File: config.mk
export PLATFORM = sky130hd
export DESIGN_NAME = bounded_deque_with_value_removal
export DESIGN_NICKNAME = d
export VERILOG_FILES = /design/src/sv/bdq_pkg.sv /design/src/sv/bdq_ctrl.sv /design/src/sv/bdq_datapath.sv /design/src/sv/bounded_deque_with_value_removal.sv
export VERILOG_INCLUDE_DIRS = /design/src /design/src/sv
export SDC_FILE = /design/constraint.sdc
export NUM_CORES = 1
export LEC_CHECK = 0
export BUFFER_PORTS_ARGS = -buffer_cell sky130_fd_sc_hd__buf_2
export CAP_MARGIN = 20
export CORE_MARGIN = 5
export CORE_UTILIZATION = 38
export DETAILED_ROUTE_END_ITERATION = 7
export GPL_TIMING_DRIVEN = 0
export PLACE_DENSITY = 0.64
export SYNTH_ARGS = -nofsm -noshare
export SYNTH_HDL_FRONTEND = slang
export SYNTH_HIERARCHICAL = 1
export SYNTH_SLANG_ARGS = --single-unit
File: constraint.sdc
create_clock -name clock -period 6.1 [get_ports clock]
set_input_delay 1.22 -clock clock [delete_from_list [all_inputs] [get_ports clock]]
set_output_delay 1.22 -clock clock [all_outputs]
set_load 0.02 [all_outputs]
File: src/sv/assert_macros.svh
// Assertion macros shared by the deque modules.
`ifndef ASSERT_MACROS_SVH
`define ASSERT_MACROS_SVH

// Expression holds at every clock edge outside reset.
`define BDQ_ASSERT(label, expr, msg) \
   label: assert property (@(posedge clock) disable iff (reset) (expr)) else $error(msg);

// Consequent holds in the same cycle as the antecedent.
`define BDQ_ASSERT_IMPL(label, ante, cons, msg) \
   label: assert property (@(posedge clock) disable iff (reset) (ante) |-> (cons)) \
      else $error(msg);

// Consequent holds in the cycle after the antecedent.
`define BDQ_ASSERT_NEXT(label, ante, cons, msg) \
   label: assert property (@(posedge clock) disable iff (reset) (ante) |=> (cons)) \
      else $error(msg);

`endif

File: src/sv/bdq_pkg.sv
// Types and codes shared by the bounded deque controller, datapath and top level.
package bdq_pkg;

   // Command codes carried in the request word.
   localparam logic [3:0] CMD_PUSH_FRONT = 4'd0;
   localparam logic [3:0] CMD_PUSH_BACK  = 4'd1;
   localparam logic [3:0] CMD_POP_FRONT  = 4'd2;
   localparam logic [3:0] CMD_POP_BACK   = 4'd3;
   localparam logic [3:0] CMD_REMOVE     = 4'd4;
   localparam logic [3:0] CMD_CLEAR      = 4'd5;
   localparam logic [3:0] CMD_READ_ALL   = 4'd6;
   localparam logic [3:0] CMD_READ_FIRST = 4'd7;
   localparam logic [3:0] CMD_READ_TAIL  = 4'd8;

   // Status codes carried in the response word.
   localparam logic [1:0] STATUS_OK    = 2'd0;
   localparam logic [1:0] STATUS_FULL  = 2'd1;
   localparam logic [1:0] STATUS_EMPTY = 2'd2;

   // Width of the entries_now field.
   localparam int ENW = 5;

   // Request word.
   typedef struct packed {
      logic [3:0]         cmd;
      logic signed [31:0] value;
      logic [4:0]         count_k;
   } req_word_type;

   // Response word.
   typedef struct packed {
      logic signed [31:0] item;
      logic               has_item;
      logic               item_last;
      logic [1:0]         status;
      logic [ENW-1:0]     entries_now;
   } rsp_word_type;

   // Controller states.
   typedef enum logic [2:0] {
      S_IDLE,
      S_DECODE,
      S_READ,
      S_SCAN,
      S_FINISH
   } ctrl_state_type;

   // Commands from the controller to the datapath.
   typedef struct packed {
      logic       capture;
      logic       emit;
      logic [1:0] emit_status;
      logic       push_write;
      logic       pop_issue;
      logic       clear_list;
      logic       read_start;
      logic       read_issue;
      logic       scan_start;
      logic       scan_issue;
      logic       scan_commit;
   } ctrl_cmd_type;

   // Status from the datapath to the controller.
   typedef struct packed {
      logic [3:0] cmd;
      logic       list_empty;
      logic       list_full;
      logic       read_none;
      logic       remain_zero;
      logic       pend;
      logic       scan_pend;
      logic       out_free;
   } dp_stat_type;

endpackage

File: src/sv/bdq_ctrl.sv
// Controller state machine of the bounded deque.
`include "assert_macros.svh"

module bdq_ctrl import bdq_pkg::*; (
   input  logic           clock,
   input  logic           reset,
   input  logic           req_valid,
   output logic           req_stall,
   input  dp_stat_type    stat,
   output ctrl_cmd_type   ctrl
);

   ctrl_state_type state_ff, state_in;

   // State register.
   always_ff @(posedge clock) begin
      if (reset) begin
         state_ff <= S_IDLE;
      end else begin
         state_ff <= state_in;
      end
   end

   // Next state and commands to the datapath.
   always_comb begin
      state_in  = state_ff;
      ctrl      = '0;
      req_stall = 1'b1;
      case (state_ff)
         S_IDLE: begin
            req_stall = 1'b0;
            if (req_valid) begin
               ctrl.capture = 1'b1;
               state_in     = S_DECODE;
            end
         end
         S_DECODE: begin
            case (stat.cmd)
               CMD_PUSH_FRONT, CMD_PUSH_BACK: begin
                  if (stat.out_free) begin
                     ctrl.emit = 1'b1;
                     if (stat.list_full) begin
                        ctrl.emit_status = STATUS_FULL;
                     end else begin
                        ctrl.emit_status = STATUS_OK;
                        ctrl.push_write  = 1'b1;
                     end
                     state_in = S_IDLE;
                  end
               end
               CMD_POP_FRONT, CMD_POP_BACK: begin
                  if (stat.list_empty) begin
                     if (stat.out_free) begin
                        ctrl.emit        = 1'b1;
                        ctrl.emit_status = STATUS_EMPTY;
                        state_in         = S_IDLE;
                     end
                  end else begin
                     ctrl.pop_issue = 1'b1;
                     state_in       = S_READ;
                  end
               end
               CMD_REMOVE: begin
                  ctrl.scan_start = 1'b1;
                  state_in        = S_SCAN;
               end
               CMD_CLEAR: begin
                  if (stat.out_free) begin
                     ctrl.emit        = 1'b1;
                     ctrl.emit_status = STATUS_OK;
                     ctrl.clear_list  = 1'b1;
                     state_in         = S_IDLE;
                  end
               end
               CMD_READ_ALL, CMD_READ_FIRST, CMD_READ_TAIL: begin
                  if (stat.list_empty || stat.read_none) begin
                     if (stat.out_free) begin
                        ctrl.emit        = 1'b1;
                        ctrl.emit_status = stat.list_empty ? STATUS_EMPTY : STATUS_OK;
                        state_in         = S_IDLE;
                     end
                  end else begin
                     ctrl.read_start = 1'b1;
                     state_in        = S_READ;
                  end
               end
               default: begin
                  if (stat.out_free) begin
                     ctrl.emit        = 1'b1;
                     ctrl.emit_status = STATUS_OK;
                     state_in         = S_IDLE;
                  end
               end
            endcase
         end
         S_READ: begin
            // One entry a cycle while the pending word can move on.
            if (!stat.pend || stat.out_free) begin
               if (stat.remain_zero) begin
                  state_in = S_IDLE;
               end else begin
                  ctrl.read_issue = 1'b1;
               end
            end
         end
         S_SCAN: begin
            if (!stat.remain_zero) begin
               ctrl.scan_issue = 1'b1;
            end else if (!stat.scan_pend) begin
               state_in = S_FINISH;
            end
         end
         S_FINISH: begin
            if (stat.out_free) begin
               ctrl.emit        = 1'b1;
               ctrl.emit_status = STATUS_OK;
               ctrl.scan_commit = 1'b1;
               state_in         = S_IDLE;
            end
         end
         default: begin
            state_in = S_IDLE;
         end
      endcase
   end

   // A captured word is always decoded in the next cycle.
   `BDQ_ASSERT_NEXT(a_capture_decode, ctrl.capture, state_ff == S_DECODE, "capture not decoded")
   // A direct result is only loaded when the output register can take it.
   `BDQ_ASSERT_IMPL(a_emit_free, ctrl.emit, stat.out_free, "emit into busy output")
   // The scan never ends while a word is still in flight.
   `BDQ_ASSERT_IMPL(a_scan_drain, state_ff == S_FINISH, !stat.scan_pend, "scan left a word")

endmodule

File: src/sv/bdq_datapath.sv
// Datapath of the bounded deque: entry ring memory, pointers, walk counters and output register.
`include "assert_macros.svh"

module bdq_datapath import bdq_pkg::*; #(
   parameter int DEPTH = 16
) (
   input  logic          clock,
   input  logic          reset,
   input  req_word_type  req_data,
   input  logic          rsp_stall,
   input  ctrl_cmd_type  ctrl,
   output dp_stat_type   stat,
   output logic          rsp_valid,
   output rsp_word_type  rsp_data
);

   localparam int AW = $clog2(DEPTH);
   localparam int CW = $clog2(DEPTH + 1);
   localparam int KW = (CW > 5) ? CW : 5;
   localparam logic [AW:0]   DEPTH_W = (AW + 1)'(DEPTH);
   localparam logic [AW-1:0] LAST_SLOT = AW'(DEPTH - 1);
   localparam logic [CW-1:0] DEPTH_C = CW'(DEPTH);

   // Ring position a + b, with both below DEPTH.
   function automatic logic [AW-1:0] wrap_add(input logic [AW-1:0] a, input logic [AW-1:0] b);
      logic [AW:0] s;
      s = {1'b0, a} + {1'b0, b};
      if (s >= DEPTH_W) begin
         s = s - DEPTH_W;
      end
      return s[AW-1:0];
   endfunction

   logic [31:0]   mem [DEPTH];
   logic [31:0]   mem_q_ff;

   logic [3:0]    cmd_ff;
   logic [31:0]   value_ff;
   logic [4:0]    k_ff;

   logic [AW-1:0] head_ff, head_in;
   logic [CW-1:0] count_ff, count_in;
   logic [AW-1:0] rd_addr_ff, rd_addr_in;
   logic [AW-1:0] wr_addr_ff, wr_addr_in;
   logic [CW-1:0] remain_ff, remain_in;
   logic [CW-1:0] kept_ff, kept_in;
   logic          pend_ff, pend_in;
   logic          pend_last_ff, pend_last_in;
   logic          scan_pend_ff;

   logic          out_valid_ff;
   rsp_word_type  out_data_ff;
   logic          out_free;

   logic [KW-1:0] k_ext, c_ext, n_k;
   logic [CW-1:0] read_n, start_off;
   logic [AW-1:0] head_dec, push_addr, pop_addr, read_base;
   logic [AW-1:0] raddr, waddr;
   logic          mem_re, mem_we, scan_keep;

   // Captured request word.
   always_ff @(posedge clock) begin
      if (ctrl.capture) begin
         cmd_ff   <= req_data.cmd;
         value_ff <= req_data.value;
         k_ff     <= req_data.count_k;
      end
   end

   // Read length and start offset for the read commands.
   always_comb begin
      k_ext     = KW'(k_ff);
      c_ext     = KW'(count_ff);
      n_k       = (k_ext < c_ext) ? k_ext : c_ext;
      read_n    = (cmd_ff == CMD_READ_ALL) ? count_ff : CW'(n_k);
      start_off = (cmd_ff == CMD_READ_TAIL) ? (count_ff - read_n) : '0;
   end

   // Ring addresses of the single-entry operations.
   always_comb begin
      head_dec  = (head_ff == '0) ? LAST_SLOT : (head_ff - AW'(1));
      push_addr = (cmd_ff == CMD_PUSH_FRONT) ? head_dec : wrap_add(head_ff, AW'(count_ff));
      pop_addr  = (cmd_ff == CMD_POP_FRONT) ? head_ff
                                            : wrap_add(head_ff, AW'(count_ff - CW'(1)));
      read_base = wrap_add(head_ff, AW'(start_off));
   end

   // Memory port selection; a kept word is written back during the scan.
   always_comb begin
      scan_keep = scan_pend_ff && (mem_q_ff != value_ff);
      mem_re    = ctrl.pop_issue || ctrl.read_issue || ctrl.scan_issue;
      raddr     = ctrl.pop_issue ? pop_addr : rd_addr_ff;
      mem_we    = ctrl.push_write || scan_keep;
      waddr     = scan_keep ? wr_addr_ff : push_addr;
   end

   // Entry ring memory with registered read data.
   always_ff @(posedge clock) begin
      if (mem_we) begin
         mem[waddr] <= scan_keep ? mem_q_ff : value_ff;
      end
      if (mem_re) begin
         mem_q_ff <= mem[raddr];
      end
   end

   assign out_free = !out_valid_ff || !rsp_stall;

   // Next values of pointers and walk counters.
   always_comb begin
      head_in      = head_ff;
      count_in     = count_ff;
      rd_addr_in   = rd_addr_ff;
      wr_addr_in   = wr_addr_ff;
      remain_in    = remain_ff;
      kept_in      = kept_ff;
      pend_in      = pend_ff;
      pend_last_in = pend_last_ff;

      // The pending word leaves once the output register takes it.
      if (pend_ff && out_free) begin
         pend_in = 1'b0;
      end

      if (ctrl.push_write) begin
         if (cmd_ff == CMD_PUSH_FRONT) begin
            head_in = head_dec;
         end
         count_in = count_ff + CW'(1);
      end
      if (ctrl.pop_issue) begin
         if (cmd_ff == CMD_POP_FRONT) begin
            head_in = wrap_add(head_ff, AW'(1));
         end
         count_in     = count_ff - CW'(1);
         remain_in    = '0;
         pend_in      = 1'b1;
         pend_last_in = 1'b1;
      end
      if (ctrl.clear_list) begin
         head_in  = '0;
         count_in = '0;
      end
      if (ctrl.read_start) begin
         rd_addr_in = read_base;
         remain_in  = read_n;
      end
      if (ctrl.read_issue) begin
         rd_addr_in   = wrap_add(rd_addr_ff, AW'(1));
         remain_in    = remain_ff - CW'(1);
         pend_in      = 1'b1;
         pend_last_in = (remain_ff == CW'(1));
      end
      if (ctrl.scan_start) begin
         rd_addr_in = head_ff;
         wr_addr_in = head_ff;
         remain_in  = count_ff;
         kept_in    = '0;
      end
      if (ctrl.scan_issue) begin
         rd_addr_in = wrap_add(rd_addr_ff, AW'(1));
         remain_in  = remain_ff - CW'(1);
      end
      if (scan_keep) begin
         wr_addr_in = wrap_add(wr_addr_ff, AW'(1));
         kept_in    = kept_ff + CW'(1);
      end
      if (ctrl.scan_commit) begin
         count_in = kept_ff;
      end
   end

   // Control registers.
   always_ff @(posedge clock) begin
      if (reset) begin
         head_ff      <= '0;
         count_ff     <= '0;
         remain_ff    <= '0;
         kept_ff      <= '0;
         pend_ff      <= 1'b0;
         scan_pend_ff <= 1'b0;
         out_valid_ff <= 1'b0;
      end else begin
         head_ff      <= head_in;
         count_ff     <= count_in;
         remain_ff    <= remain_in;
         kept_ff      <= kept_in;
         pend_ff      <= pend_in;
         scan_pend_ff <= ctrl.scan_issue;
         if (out_free) begin
            out_valid_ff <= ctrl.emit || pend_ff;
         end
      end
   end

   // Walk addresses and pending flag.
   always_ff @(posedge clock) begin
      rd_addr_ff   <= rd_addr_in;
      wr_addr_ff   <= wr_addr_in;
      pend_last_ff <= pend_last_in;
   end

   // Output word: a direct status result or the pending entry.
   always_ff @(posedge clock) begin
      if (out_free) begin
         if (ctrl.emit) begin
            out_data_ff.item        <= '0;
            out_data_ff.has_item    <= 1'b0;
            out_data_ff.item_last   <= 1'b1;
            out_data_ff.status      <= ctrl.emit_status;
            out_data_ff.entries_now <= ENW'(count_in);
         end else if (pend_ff) begin
            out_data_ff.item        <= $signed(mem_q_ff);
            out_data_ff.has_item    <= 1'b1;
            out_data_ff.item_last   <= pend_last_ff;
            out_data_ff.status      <= STATUS_OK;
            out_data_ff.entries_now <= ENW'(count_ff);
         end
      end
   end

   assign rsp_valid = out_valid_ff;
   assign rsp_data  = out_data_ff;

   // Status to the controller.
   always_comb begin
      stat             = '0;
      stat.cmd         = cmd_ff;
      stat.list_empty  = (count_ff == '0);
      stat.list_full   = (count_ff == DEPTH_C);
      stat.read_none   = (read_n == '0);
      stat.remain_zero = (remain_ff == '0);
      stat.pend        = pend_ff;
      stat.scan_pend   = scan_pend_ff;
      stat.out_free    = out_free;
   end

   // The list never holds more than the ring.
   `BDQ_ASSERT(a_count_bound, count_ff <= DEPTH_C, "entry count above depth")
   // A new read never overwrites a word that the output has not taken.
   `BDQ_ASSERT_IMPL(a_pend_safe, ctrl.read_issue, !pend_ff || out_free, "pending word lost")
   // Survivors always trail the words read during a scan.
   `BDQ_ASSERT_IMPL(a_kept_bound, scan_pend_ff, kept_ff < count_ff, "scan kept too many")

endmodule

File: src/sv/bounded_deque_with_value_removal.sv
// Top level of the bounded deque of signed 32-bit words with value removal.
//
// Request channel (req_valid, req_stall, req_data) takes one command word:
// push front or back, pop front or back, remove every match of a value,
// clear, or read all entries, the first k or the last k.
// Response channel (rsp_valid, rsp_stall, rsp_data) returns one word per
// entry read, or a single status word for every other command; item_last
// marks the final word of each command.
// Commands are handled one at a time. A push, clear, unknown command or a
// read that returns no entry is answered from the decode state, a pop from
// one memory read. A read of n entries streams one word a cycle while the
// receiver does not stall; a removal walks every entry through the single
// memory read port before its status word.
// The ring memory has one read and one write port.
// An output register parts the two channels: a finished word waits there
// while the next command is taken. When the receiver stalls, the read walk pauses
// and the held word does not change.
// Reset is synchronous and empties the list; entries hold no reset value and
// need no clearing pass.
module bounded_deque_with_value_removal import bdq_pkg::*; #(
   parameter int DEPTH = 16
) (
   input  logic          clock,
   input  logic          reset,
   input  logic          req_valid,
   output logic          req_stall,
   input  req_word_type  req_data,
   output logic          rsp_valid,
   input  logic          rsp_stall,
   output rsp_word_type  rsp_data
);

   ctrl_cmd_type ctrl;
   dp_stat_type  stat;

   // Command sequencing.
   bdq_ctrl u_ctrl (
      .clock     (clock),
      .reset     (reset),
      .req_valid (req_valid),
      .req_stall (req_stall),
      .stat      (stat),
      .ctrl      (ctrl)
   );

   // Storage, pointers and output register.
   bdq_datapath #(
      .DEPTH (DEPTH)
   ) u_datapath (
      .clock     (clock),
      .reset     (reset),
      .req_data  (req_data),
      .rsp_stall (rsp_stall),
      .ctrl      (ctrl),
      .stat      (stat),
      .rsp_valid (rsp_valid),
      .rsp_data  (rsp_data)
   );

endmodule

# Yosys cells after proc, flatten, opt, wreduce, memory -nomap -nowiden
# Memories as Yosys holds them, arrays and structs flattened. A register that Yosys moved wholly into a read port is not among the register bits.
# Index checks and enable logic that the tools add are counted.
[totals]
ff_bits = 116
ramBits = 512
inputBits = 45
word_cells = 179
mem_count = 1
[mem_list]
columns = ["memory", "depth", "word_bits", "rd", "rd_ports_with_merged_regs", "wr", "line_no", "source"]
rows = [
  ["u_datapath.mem", 16, 32, 1, 1, 1, "bdq_datapath.sv:34", "logic [31:0] mem [DEPTH];"],
]
[classes]
n_addsub = 18
magnitude_cmp = 7
eq_ne = 20
muxes = 84
reduce_logical = 30
[op_table]
columns = ["operator", "n"]
rows = [
  ["$mux 4", 24],
  ["$mux 5", 13],
  ["$mux 41", 1],
  ["$mux 3", 13],
  ["$mux 32", 1],
  ["$ne 32x32->1", 1],
  ["$ge 5x5->1 const B", 6],
  ["$sub 4x1->4 const B", 7],
  ["$mux 1", 26],
  ["$eq 4x3->1 const B", 4],
  ["$add 4x1->5 const B", 3],
  ["$add 4x4->5", 3],
  ["$logic_not 5->1", 3],
  ["$pmux 3 s5", 1],
  ["$pmux 3 s4", 1],
  ["$add 5x1->5 const B", 2],
  ["$sub 5x1->5 const B", 2],
  ["$pmux 3 s3", 1],
  ["$eq 4x2->1 const B", 2],
  ["$logic_not 4->1", 2],
  ["$logic_or 1x1->1", 7],
  ["$mux 7", 1],
  ["$eq 3x2->1 const B", 2],
  ["$ne 2x1->1 const B", 3],
  ["22 further kinds", 30],
]

# Longest topological paths before layout
# Gate-level depths: netlist of the first run.
[depth]
depth_word = 13
depth_mapped = 19
mapped_depth_nobuf = 16

# Modules after synthesis
# The synthesis of the first run kept the hierarchy.
[modules_own_cells]
columns = ["module", "n_inst", "cells_per_inst", "area_each_um2", "seq_area_each_um2"]
rows = [
  ["bdq_datapath", 1, 1667, 28298.4, 19508.7],
  ["bdq_ctrl", 1, 55, 372.9, 60.1],
]

# Worst setup path before layout of the first run
# No wires, ideal clock.
[synth_path]
kind = "reg-to-reg"
startpoint = "register u_datapath.count_ff[2] (netlist: u_datapath/c_ext[2])"
endpoint = "register u_datapath.out_data_ff (netlist bit u_datapath/rsp_data[0]), enable pin"
t_arrival_ns = 5.193
required_time_ns = 5.647
path_slack_ns = 0.454
stages_incl_launch_ff = 19
path_buffers = 4
synth_period_minus_slack_ns = 5.646
path_cell_list = "dfxtp_1 -> clkbuf_1 -> inv_1 -> ha_1 -> a21o_1 -> a31oi_1 -> o21ai_0 -> clkbuf_1 -> mux2i_1 -> nand2_1 -> nor2_1 -> nand2_1 -> nand2_1 -> o21ai_2 -> o21bai_1 -> clkbuf_1 -> clkbuf_1 -> nor2_1 -> a21oi_1"
[synth_lines]
columns = ["item", "line_no", "source"]
rows = [
  ["start: declaration", "bdq_datapath.sv:42", "logic [CW-1:0] count_ff, count_in;"],
  ["start signal: assignment", "bdq_datapath.sv:185", "count_ff <= count_in;"],
  ["end: declaration", "bdq_datapath.sv:52", "rsp_word_type out_data_ff;"],
]

==> impl_metrics.env, run 1 <==
export IMPL_drt_initial_drc_count=1075
export IMPL_rows=100
export IMPL_yosys_top_cells_area="sky130_fd_sc_hd__edfxtp_1, sky130_fd_sc_hd__mux2i_1, sky130_fd_sc_hd__dfxtp_1"
export IMPL_critical_path_reg2reg_endpoint="u_datapath/rsp_data[11]"
export IMPL_synth_cells=1722
export IMPL_cell_area_after_technology_mapping_um2=28670
export IMPL_worst_r2r_path_depth=18
export IMPL_tritoncts_num_sinks=660
export IMPL_worst_path_max_fanout=19
export IMPL_routed_via_density=5.378
export IMPL_worstPathRequired_ns=6.41
export IMPL_critical_path_class="reg2reg"
export IMPL_max_vdd_ir_drop_mv=0.1950
export IMPL_tritoncts_num_buffers=72
export IMPL_p_leak_nw=12.33
export IMPL_fmax_ghz=0.1886
export IMPL_yosys_area_top_type_share_pct=66.51
export IMPL_synth_most_common_cell="sky130_fd_sc_hd__edfxtp_1"
export IMPL_synthDistinctLibCells=70
export IMPL_critical_path_n_buffers_inverters=5
export IMPL_floorplan_die_area_um2=81040
export IMPL_timing_critical_path_slowest_stage_cell="sky130_fd_sc_hd__clkbuf_2"
export IMPL_drc_errors=0
export IMPL_synth_avg_cell_area_um2=16.65
export IMPL_area_growth_pct=17.50
export IMPL_final_net_count=2000
export IMPL_worst_setup_hold_path_clk_slew_ns=0.06
export IMPL_cp_data_arrival_time_ns=5.61
export IMPL_drv_slew=0
export IMPL_post_drt_wl_per_cell_um=24.08
export IMPL_drv_max_cap_violation_count=0
export IMPL_timing_critical_path_to_type="flop"
export IMPL_fp_dieH_um=284.7
export IMPL_holdPathStages=1
export IMPL_synth_flop_cell="sky130_fd_sc_hd__edfxtp_1"
export IMPL_finalSetupViolCount=0
export IMPL_synth_largest_area_cell="sky130_fd_sc_hd__edfxtp_1"
export IMPL_async_reset_ff_share_pct=0
export IMPL_first_global_vias=16150
export IMPL_crit_path_cell_trace="clkbuf_1 -> inv_1 -> ha_1 -> a21o_1 -> a31oi_1 -> o21ai_0 -> clkbuf_1 -> mux2i_1 -> nand2_1 -> nor2_1 -> nand2_1 -> nand2_1 -> o21ai_2 -> o21bai_1 -> clkbuf_2 -> nor2_1 -> a21oi_4 -> buf_12"
export IMPL_floorplan_core_area_um2=74700
export IMPL_grt_antenna_before_repair=3
export IMPL_grt_max_degree=24
export IMPL_final_period_minus_worst_setup_slack_ns=5.301
export IMPL_grt_first_pass_wirelength_um=104600
export IMPL_reg2reg_slack_ns=0.80
export IMPL_dp_hpwl_um=48940
export IMPL_final_period_utilization_pct=86.90
export IMPL_synth_edff_count=635
export IMPL_initial_utilization_pct=38.38
export IMPL_clk_root_buffer_cell="sky130_fd_sc_hd__clkbuf_16"
export IMPL_cts_max_level=3
export IMPL_io_pins=88
export IMPL_yosysSeqAreaShare_pct=68.25
export IMPL_gr_usage_met3_pct=3.197
export IMPL_holdBufCountCts=0
export IMPL_power_mw=9.523
export IMPL_antenna_cells_inserted=0
export IMPL_place_port_buffers=87
export IMPL_final_critical_path_setup_slack_ns=0.7989
export IMPL_ys_ff_latch=660
export IMPL_pwr_density_cell_nw_per_um2=282.7
export IMPL_area_of_placed_instances_um2=31400
export IMPL_worst_slew_margin_pct=34.23
export IMPL_globalRouteOverflowTotal=0
export IMPL_drt_antenna_violating_nets=0
export IMPL_grt_setup_unrepaired="no"
export IMPL_hold_startpoint="u_datapath/pend_last_ff"
export IMPL_final_hold_viol_count=0
export IMPL_top_usage_layer="met2"
export IMPL_outcome="finished, final reports clean"
export IMPL_skew_ns=0.04596
export IMPL_most_used_cell_cp="sky130_fd_sc_hd__nand2_1"
export IMPL_critPathLaunchType="flop"
export IMPL_gr_usage_all_layers_pct=17.20
export IMPL_worst_hold_path_ep="u_datapath/rsp_data[7]"
export IMPL_via_count=15860
export IMPL_globalRouteMet2Util_pct=28.41
export IMPL_hold_path_class="reg2reg"
export IMPL_tritoncts="done"
export IMPL_ys_top_cells_by_count="sky130_fd_sc_hd__edfxtp_1, sky130_fd_sc_hd__mux2i_1, sky130_fd_sc_hd__nor2_1"
export IMPL_clk_insertion_delay_late_ns=0.63
export IMPL_final_fill_count=6374
export IMPL_crit_reg2reg_launch="u_datapath/c_ext[2]"
export IMPL_globalplace_congestion=0.8348
export IMPL_synth_warnings=6
export IMPL_cpLargestDelayFamily="buffers and inverters"
export IMPL_cts_max_path_buffers=3
export IMPL_met1_usage_pct=23.09
export IMPL_postRouteWirelength_um=70970
export IMPL_preCtsSetupSlack_ns=-0.2655
export IMPL_synth_net_count=1799
export IMPL_final_cell_area_excluding_filler_cells_um2=33690
export IMPL_chipWidth_um=284.7
export IMPL_worst_slew_pin_transition_ns=0.9866
export IMPL_max_stage_delay_ns=0.64
export IMPL_first_pass_iters=6
export IMPL_drive_gt1_share_pct=17.58
## registers in the layout, summed over array words and instances, names as in the netlist, 3 cells and up
register / cells
u_ctrl/state_ff: 3
u_datapath/c_ext: 5
u_datapath/cmd_ff: 4
u_datapath/head_ff: 4
u_datapath/k_ext: 5
u_datapath/kept_ff: 5
u_datapath/mem: 512
u_datapath/mem_q_ff: 32
u_datapath/rd_addr_ff: 4
u_datapath/remain_ff: 5
u_datapath/rsp_data: 41
u_datapath/value_ff: 32
u_datapath/wr_addr_ff: 4
## where the power goes
group          total (mW)  switching (mW)  internal, mW  leakage (nW)
logic               0.330           0.224         0.106          5.28
clock network        4.14            1.77          2.37          1.10
registers            5.05          0.0340          5.02          5.95
total                9.52            2.02          7.50          12.3
## layer usage
layer  vias up  part of all wire, %
met5         -                0.018
met1      8133                   43
met3       115                  5.6
li1       7100                    -
met2       505                   48
met4         2                  3.1
## how the worst max path moves through the flow
stage	startpoint	end	slack (ns)	cells past startpoint
2_1_floorplan	u_datapath/c_ext[2]	u_datapath/rsp_data[0]	0.45	18
3_3_place_gp	u_datapath/c_ext[2]	u_datapath/rsp_data[23]	-3.32	18
3_5_place_dp	u_datapath/c_ext[2]	u_datapath/rsp_data[23]	-0.27	19
4_1_cts	u_datapath/c_ext[2]	u_datapath/rsp_data[30]	0.19	19
5_1_grt	u_datapath/c_ext[2]	u_datapath/rsp_data[11]	0.28	18
6_report	u_datapath/c_ext[2]	u_datapath/rsp_data[11]	0.80	18
## cells by family (layout without fill, tap and decap cells)
kind of cell / count (synthesis) / after routing / synth area share (%)
flops: 660 / 660 / 68.25
mux: 526 / 526 / 18.57
simple gates: 214 / 214 / 4.015
compound gates: 127 / 128 / 2.959
buf+inv: 108 / 364 / 3.024
xor+xnor: 55 / 55 / 1.680
fa+ha+maj: 32 / 32 / 1.501
## final cells by class
cell class              instances  area [µm²]  area share, %
multi-input cells             955        8566          25.43
clock buffers                  94        1916          5.686
plain buffers                  83       774.5          2.299
flip-flops and latches        660       19570          58.09
clock inverters                36       346.6          1.029
inverters                      24       90.09         0.2674
repair buffers                127        1215          3.606
well taps                     969        1212          3.599
## worst register-to-register path: cells and delay by family, from the launching register on
family | cells | cell delay, ns
AOI/OAI and AO/OA | 6 | 1.15
adders and majority gates | 1 | 0.34
buffers and inverters | 5 | 1.88
DFF | 1 | 0.38
muxes | 1 | 0.39
and+or+nand+nor | 5 | 0.83
## timing repair
item / in CTS / in global routing
resized for setup: 1 / 0
buffers inserted: 0 / 0
setup endpoints to repair: 41 / 19
cloned: 1 / 0
## cell usage in the layout, fill, tap and decap left out, types with 23 or more instances in the layout
master                      instances
sky130_fd_sc_hd__mux2_2            37
sky130_fd_sc_hd__nor2_1            46
sky130_fd_sc_hd__mux2i_1          488
sky130_fd_sc_hd__buf_12            25
sky130_fd_sc_hd__inv_1             24
sky130_fd_sc_hd__xor2_1            42
sky130_fd_sc_hd__buf_2            106
sky130_fd_sc_hd__nand2_1           39
sky130_fd_sc_hd__clkbuf_16         73
sky130_fd_sc_hd__dfxtp_1           25
sky130_fd_sc_hd__o21ai_0           23
sky130_fd_sc_hd__a21oi_1           36
sky130_fd_sc_hd__ha_1              28
sky130_fd_sc_hd__edfxtp_1         635
sky130_fd_sc_hd__nor2b_1           41
sky130_fd_sc_hd__clkbuf_1          45
## stage by stage
stage	hold WS (ns)	setup TNS (ns)	cells	utilization (%)
final	0.5036	0	2948	45.10
after global routing	0.5338	0	2948	45.10
after CTS	0.5027	0	2947	45.08
after detailed placement	0.4880	-5.547	2816	42.04
after global placement	0.4901	-1191.99	2778	40.59
after floorplan	0.4716	0	1722	-
(Power assumes the default switching activity.)
==> run 2, diff against run 1 <==
Settings changed: CORE_MARGIN 5 to unset.
==> impl_metrics.env, run 2 (synthesis results as in run 1) <==
export IMPL_grt_setup_unrepaired="no"
export IMPL_final_fill_count=6394
export IMPL_multi_input_combinational_cell_area_um2=8557
export IMPL_placed_cells_incl_taps=2817
export IMPL_place_port_buffers=87
export IMPL_preCtsSetupSlack_ns=-0.1882
export IMPL_finalSetupViolCount=0
export IMPL_routed_via_density=5.362
export IMPL_clk_insertion_delay_late_ns=0.62
export IMPL_critical_path_class="reg2reg"
export IMPL_area_of_placed_instances_um2=31450
export IMPL_dp_hpwl_um=48170
export IMPL_postLayoutCoreUtil_pct=45.49
export IMPL_worstPathRequired_ns=6.41
export IMPL_tritoncts="done"
export IMPL_via_count=15840
export IMPL_globalRouteOverflowTotal=0
export IMPL_drv_slew=0
export IMPL_worst_path_max_fanout=13
export IMPL_outcome="finished, final reports clean"
export IMPL_gr_usage_all_layers_pct=18.22
export IMPL_floorplan_die_area_um2=76550
export IMPL_p_sw_share_pct=21.12
export IMPL_drt_initial_drc_count=1253
export IMPL_area_growth_pct=18.32
export IMPL_clk_root_buffer_cell="sky130_fd_sc_hd__clkbuf_16"
export IMPL_timing_critical_path_to_type="flop"
export IMPL_worst_slew_pin_transition_ns=1.070
export IMPL_register_with_the_most_flip_flops="u_datapath/mem"
export IMPL_final_period_minus_worst_setup_slack_ns=5.522
export IMPL_drc_errors=0
export IMPL_most_frequent_standard_cell_in_the_layout_excluding_fill_and_tap_cells="sky130_fd_sc_hd__edfxtp_1"
export IMPL_cp_data_arrival_time_ns=5.83
export IMPL_clkPwrFrac_pct=45.1
export IMPL_postRouteWirelength_um=70010
export IMPL_fin_setup_tns_ns=0
export IMPL_tritoncts_num_buffers=73
export IMPL_pwr_density_cell_nw_per_um2=289.6
export IMPL_cts_max_path_buffers=3
export IMPL_internal_power_mw=7.749
export IMPL_final_hold_viol_count=0
export IMPL_first_pass_iters=5
export IMPL_first_global_vias=16110
export IMPL_hold_path_class="reg2reg"
export IMPL_timing_hold_ws_ns=0.5000
export IMPL_chipWidth_um=276.7
export IMPL_p_comb_share_pct=3.4
export IMPL_grt_first_pass_wirelength_um=103000
export IMPL_layout_cells_most_common_list="sky130_fd_sc_hd__edfxtp_1, sky130_fd_sc_hd__mux2i_1, sky130_fd_sc_hd__buf_2"
export IMPL_p_leak_nw=12.43
export IMPL_fmax_ghz=0.1811
export IMPL_largest_register_ffs=512
export IMPL_worst_setup_hold_path_clk_slew_ns=0.06
export IMPL_tritoncts_num_sinks=660
export IMPL_initial_utilization_pct=38.45
export IMPL_final_cell_area_excluding_filler_cells_um2=33920
export IMPL_share_seq_of_total_power_pct=51.4
export IMPL_io_pins=88
export IMPL_power_mw=9.823
export IMPL_final_critical_path_setup_slack_ns=0.5775
export IMPL_cts_setup_buffers=0
export IMPL_fp_dieH_um=276.7
export IMPL_finalNonFillerCells=2953
export IMPL_cts_max_level=3
export IMPL_drt_antenna_violating_nets=0
export IMPL_skew_ns=0.02742
export IMPL_p_sw_mw=2.074
export IMPL_max_vdd_ir_drop_mv=0.1946
export IMPL_post_drt_wl_per_cell_um=23.71
export IMPL_rows=100
export IMPL_holdBufCountCts=0
export IMPL_globalplace_congestion=0.8228
export IMPL_final_period_utilization_pct=90.53
export IMPL_drv_max_cap_violation_count=0
export IMPL_grt_antenna_before_repair=1
export IMPL_drive_gt1_share_pct=18.25
export IMPL_final_net_count=2002
export IMPL_grt_max_degree=24
export IMPL_worst_slew_margin_pct=28.69
export IMPL_critPathLaunchType="flop"
export IMPL_floorplan_core_area_um2=74570
export IMPL_antenna_cells_inserted=0
export IMPL_seqCellArea_um2=19570
[run 2: cell count changes in the layout (fill, tap and decap cells not counted)]
cell,delta
sky130_fd_sc_hd__clkbuf_8,-1
sky130_fd_sc_hd__buf_2,-1
sky130_fd_sc_hd__a21oi_2,-1
sky130_fd_sc_hd__clkinv_8,-1
sky130_fd_sc_hd__inv_6,+2
sky130_fd_sc_hd__clkinv_2,+1
sky130_fd_sc_hd__buf_12,-1
sky130_fd_sc_hd__clkinvlp_4,+4
sky130_fd_sc_hd__buf_6,-1
sky130_fd_sc_hd__bufinv_16,+6
sky130_fd_sc_hd__clkinv_4,+2
sky130_fd_sc_hd__buf_16,+3
sky130_fd_sc_hd__clkbuf_2,+2
sky130_fd_sc_hd__clkbuf_1,-9
[run 2: power groups by stage]
stage                     registers (mW)  clock network, mW  logic, mW
final                               5.05               4.43      0.339
after global routing                5.05               4.71      0.367
after CTS                           5.05               4.52      0.341
after detailed placement            5.15                  0      0.338
after global placement              5.15                  0      0.307
after floorplan                     5.15                  0      0.176
[run 2: routing by layer]
layer  GRT usage, %  share of wire (%)  up-vias
met5              0                  0        -
li1               -                  -     7103
met2          30.41                 48      526
met1          24.37                 43     8099
met3          3.020                6.0      107
met4          5.442                2.6        0
[run 2: final cells by class]
type	instances	share of cell area, %
multi-input combinational	954	25.23
sequential	660	57.69
inverter	24	0.2656
tap	969	3.574
clock buffer	84	5.507
clock inverter	50	1.711
buffer	84	2.298
timing repair buffer	128	3.733
[run 2: timing repair]
item / in CTS / in global routing
setup endpoints to repair: 39 / 41
pin swaps: 0 / 0
resized for setup: 1 / 3
[run 2: worst max-delay path: stages, from the launching register on]
cell and delay, ns:
sky130_fd_sc_hd__dfxtp_1 0.30, sky130_fd_sc_hd__clkbuf_1 0.49, sky130_fd_sc_hd__inv_1 0.25, sky130_fd_sc_hd__ha_1 0.35, sky130_fd_sc_hd__nand2_1 0.05, sky130_fd_sc_hd__o21ai_0 0.22
sky130_fd_sc_hd__clkbuf_1 0.40, sky130_fd_sc_hd__mux2i_1 0.38, sky130_fd_sc_hd__nand2_1 0.09, sky130_fd_sc_hd__nor2_1 0.24, sky130_fd_sc_hd__nand2_1 0.09, sky130_fd_sc_hd__nand2_1 0.12
sky130_fd_sc_hd__o21ai_2 0.07, sky130_fd_sc_hd__o21bai_1 0.14, sky130_fd_sc_hd__clkbuf_2 0.47, sky130_fd_sc_hd__clkbuf_2 0.51, sky130_fd_sc_hd__nor2_1 0.15, sky130_fd_sc_hd__a21oi_4 0.62
sky130_fd_sc_hd__buf_16 0.24
[run 2: final timing paths]
check / slack (ns) / end / cells past startpoint / from
max: 0.58 / u_datapath/rsp_data[32] / 18 / u_datapath/c_ext[3]
min: 0.50 / u_datapath/rsp_data[7] / 1 / u_datapath/pend_last_ff
max reg2reg: 0.58 / u_datapath/rsp_data[32] / 18 / u_datapath/c_ext[3]
min reg2reg: 0.50 / u_datapath/rsp_data[7] / 1 / u_datapath/pend_last_ff
